--- config.mk ---
export PLATFORM = sky130hd
export DESIGN_NAME = sgb_out_fifo
export DESIGN_NICKNAME = d
export VERILOG_FILES = /design/src/rtl/sgb_pkg.sv /design/src/rtl/sgb_out_fifo.sv
export SDC_FILE = /design/constraint.sdc
export NUM_CORES = 1
export LEC_CHECK = 0
export ABC_AREA = 1
export BUFFER_PORTS_ARGS = -buffer_cell sky130_fd_sc_hd__buf_2
export CORE_MARGIN = 2
export CORE_UTILIZATION = 50
export DETAILED_ROUTE_END_ITERATION = 16
export PLACE_DENSITY_LB_ADDON = 0.15
export SYNTH_ARGS = -nofsm -noshare
export SYNTH_HDL_FRONTEND = slang
export SYNTH_SLANG_ARGS = --single-unit
--- constraint.sdc ---
create_clock -name clock -period 4.1 [get_ports clock]
set_input_delay 0.615 -clock clock [delete_from_list [all_inputs] [get_ports clock]]
set_output_delay 0.615 -clock clock [all_outputs]
set_load 0.02 [all_outputs]
--- src/rtl/sgb_pkg.sv ---
`default_nettype none

package sgb_pkg;

   // Accumulator width for both filter passes (15 products of 16 x 16 bits plus rounding)
   localparam int ACC_BITS = 40;

   // Result queue depth
   localparam int OUT_DEPTH = 4;

   // Request op codes
   typedef enum logic {
      OP_PIXEL = 1'b0,
      OP_DRAIN = 1'b1
   } op_type;

   // Control register indexes
   typedef enum logic [2:0] {
      CSR_IMAGE_WIDTH   = 3'd0,
      CSR_IMAGE_HEIGHT  = 3'd1,
      CSR_KERNEL_RADIUS = 3'd2,
      CSR_WEIGHTS_LOW   = 3'd3,
      CSR_WEIGHTS_HIGH  = 3'd4
   } csr_index_type;

   // Work passed from the vertical pass to the horizontal sequencer
   typedef struct packed {
      logic        clear;
      logic        emit_main;
      logic [2:0]  tail;
      logic        frame_end;
      logic [15:0] orow;
      logic [9:0]  col;
   } tok_type;

   // One result
   typedef struct packed {
      logic [15:0] value;
      logic [15:0] out_row;
      logic [9:0]  out_col;
      logic        last;
      logic        frame_end;
   } rsp_type;

   // Pick the Q0.16 weight for kernel offset d
   function automatic logic [15:0] weight_at(input logic [63:0] lo, input logic [63:0] hi,
                                             input logic [2:0] d);
      logic [63:0] word;
      word = d[2] ? hi : lo;
      return word[d[1:0]*16 +: 16];
   endfunction

   // Round half up, drop 16 fraction bits, saturate, keep 16 bits
   function automatic logic [15:0] round_sat(input logic [ACC_BITS-1:0] acc,
                                             input logic [ACC_BITS-1:0] sat_max);
      logic [ACC_BITS-1:0] v;
      v = (acc + ACC_BITS'(32'h8000)) >> 16;
      if (v > sat_max) v = sat_max;
      return v[15:0];
   endfunction

endpackage

`default_nettype wire

--- src/rtl/sgb_out_fifo.sv ---
`default_nettype none

module sgb_out_fifo (
   input  wire logic              clock,
   input  wire logic              reset,
   input  wire logic              push,
   input  wire sgb_pkg::rsp_type  push_data,
   input  wire logic              pop,
   output logic                   full,
   output logic                   valid,
   output sgb_pkg::rsp_type       data
);

   localparam int PW = $clog2(sgb_pkg::OUT_DEPTH);

   sgb_pkg::rsp_type mem [sgb_pkg::OUT_DEPTH];
   logic [PW-1:0] wr_ptr_ff;
   logic [PW-1:0] rd_ptr_ff;
   logic [PW:0]   count_ff;

   assign full = (count_ff == (PW+1)'(sgb_pkg::OUT_DEPTH));
   assign valid = (count_ff != '0);
   assign data = mem[rd_ptr_ff];

   // Store results
   always_ff @(posedge clock) begin
      if (push) mem[wr_ptr_ff] <= push_data;
   end

   // Move pointers and occupancy
   always_ff @(posedge clock) begin
      if (reset) begin
         wr_ptr_ff <= '0;
         rd_ptr_ff <= '0;
         count_ff <= '0;
      end else begin
         if (push) wr_ptr_ff <= wr_ptr_ff + PW'(1);
         if (pop) rd_ptr_ff <= rd_ptr_ff + PW'(1);
         if (push && !pop) count_ff <= count_ff + (PW+1)'(1);
         else if (pop && !push) count_ff <= count_ff - (PW+1)'(1);
      end
   end

   assert property (@(posedge clock) disable iff (reset) push |-> !full)
      else $error("result queue overflow");
   assert property (@(posedge clock) disable iff (reset) pop |-> valid)
      else $error("result queue underflow");

endmodule

`default_nettype wire

==> out/metrics.cfg <==
[floorplanning]
die_h_um=123
ios=94
initial_utilization_pct=51.0
die_x_um=123
dieArea_mm2=0.0151
design.core.area_mm2=0.0138
fp-row-count=43

[global_route]
grt.busiest_layer=met2
met2_usage_pct=33.0
grt_pass1_vias=4009
met1_usage_pct=24.6
track_usage_pct=19.6
use_met3_pct=5.16
overflow=0
grt_pass1_wl_um=21400
grt_max_degree=89
antenna_found_initial=0

[cts]
cts_buffers=17
cts.sinks=185
worstSkewPairLatency_ns=0.42
holdBufCountCts=0
htree_num_levels=4
cts_resized=0
clk_pin_slew_ns=0.06
cts_tree=done
clockRootBuffer=clkbuf_16
clock_path_buffers=2
post_cts_buffers=0

[placed_design]
hpwl_um=7890
dpl_worst_slack_ns=1.66
dp_cells=737
gp_congestion=0.684
io_buffers=93

[drt]
drc=0
ant_nets=0
drtIter0Drc=281
wire_per_inst_um=18.4
first_pass_iters=4
routed_wl_um=14100
vias=4185
viasPerCell=5.44

[cells_and_area]
fill_cells=1073
drive_gt1_share_pct=27.2
antenna_cells=0
nets=630
stdcell_count=769
area_delta_synth_final_pct=16.6

[logic_synthesis]
yosysWarnings=0
synth-seq-cells=185
synth_common_cells=edfxtp_1 (176), o21ai_0 (86), nor2_1 (85)
syn-mean-instance-area_um2=14.6
synthCells=484
yosysSeqAreaShare_pct=77.5
synth_most_common_cell=edfxtp_1
async_flop_share_pct=0
syn_area_mm2=0.00706
synth_top_area_cell=edfxtp_1
synth-edff-count=176
ys.flop_type=edfxtp_1
synth_cell_type_count=24
synthesis.nets=538
synth_area_leaders=edfxtp_1 (75%), o21ai_0 (6.1%), nor2_1 (4.5%)
synth_top_cell_area_share_pct=74.9

[critical_path]
worstPathRequired_ns=3.48
cp.arrival_ns=2.21
cp-start-kind=flop
crit_type=reg -> out
path_max_fanout=37
crit_path_end_kind=output pin

[sta]
fin_crit_ns=2.82
fmax_mhz=354
setup_viol=0
worst_slack_ns=1.28
slew_violations=0
finalClockSkew_ns=0.00476
post-route-period-util_pct=68.9
finalHoldViolCount=0
fin_setup_tns_ns=0
relSlewSlack_pct=37.4
rsz0062_at_grt=no
tightest_slew_ns=0.937

[flow_run]
maxCapViolations=0

[power]
p_per_area_mw_per_mm2=517
p_leak_nw=2.94
ir_worst_vdd_v=0.000282

[run_status]
outcome=complete, no violations

[min_path]
hold_path.class=in -> reg

[cell type report]
type	count	area [um^2]	area share (%)
sequential	185	5470	66.4
multi-input combinational	255	1350	16.3
timing repair buffer	100	518	6.29
clock buffer	19	453	5.50
tap	180	225	2.74
clock inverter	13	151	1.84
inverter	17	68.8	0.836
[worst max-delay path, cell delays in order (launching register included)]
cell and delay (ns):
dfxtp_2 0.69, buf_4 0.46, o21ai_0 0.16, o22ai_1 0.26, buf_2 0.21
[cells by family after synthesis]
family,share of synthesized area (%)
AO/OA/AOI/OAI,11.6
flip-flops,77.5
buffers and inverters,3.48
adder cells (fa/ha/maj),1.17
AND/OR/NAND/NOR,6.17
XOR/XNOR,0.124
[sequential cells by signal, indices dropped and copies added (netlist names), named ones only]
name and flops:
count_ff 3, mem 176, wr_ptr_ff 2, rd_ptr_ff 2
[stage by stage]
step | hold slack, ns | instance area, um^2 | power (W) | util [%]
2_1_floorplan | 0.412 | 7060 | 0.00250 | -
3_3_place_gp | 0.417 | 7620 | 0.00265 | 55.1
3_5_place_dp | 0.428 | 7620 | 0.00266 | 55.1
4_1_cts | 0.349 | 8230 | 0.00429 | 59.5
5_1_grt | 0.356 | 8230 | 0.00441 | 59.5
6_report | 0.362 | 8230 | 0.00426 | 59.5
[path summary, 6_finish.rpt]
path / startpoint / end / cells past startpoint / slack [ns]
setup reg to reg: wr_ptr_ff[0] / mem[2][11] / 5 / 2.12
setup / recovery: flop / data[43] / 4 / 1.28
hold reg to reg: rd_ptr_ff[1] / flop / 1 / 0.44
hold / removal: reset / count_ff[0] / 2 / 0.36
[report_power, final]
part | total [W] | internal, W | switching [W]
logic | 0.000430 | 0.000129 | 0.000301
registers | 0.00219 | 0.00216 | 0.0000281
clock network | 0.00164 | 0.000985 | 0.000656
total | 0.00426 | 0.00327 | 0.000985
[placed cells by master, fill, tap and decap left out, drive strengths merged]
cell | netlist | routed
nand2 | 10 | 10
dfxtp | 9 | 9
clkinvlp | 0 | 3
ha | 5 | 5
nand3 | 1 | 1
clkbuf | 3 | 19
o22ai | 44 | 44
o21ai | 93 | 93
nand4 | 1 | 1
edfxtp | 176 | 176
nor2 | 95 | 95
buf | 24 | 100
a21oi | 3 | 3
xor2 | 1 | 1
inv | 17 | 17
nor3 | 1 | 1
fa | 1 | 1
clkinv | 0 | 7
bufinv | 0 | 3
[per-layer routing]
metal  share of wire [%]  vias up
met1                  43     2086
met3                 4.7       10
met5                   0        -
met2                  51      110
li1                    -     1979
met4                0.92        0
Power figures use the tool's default switching activity.
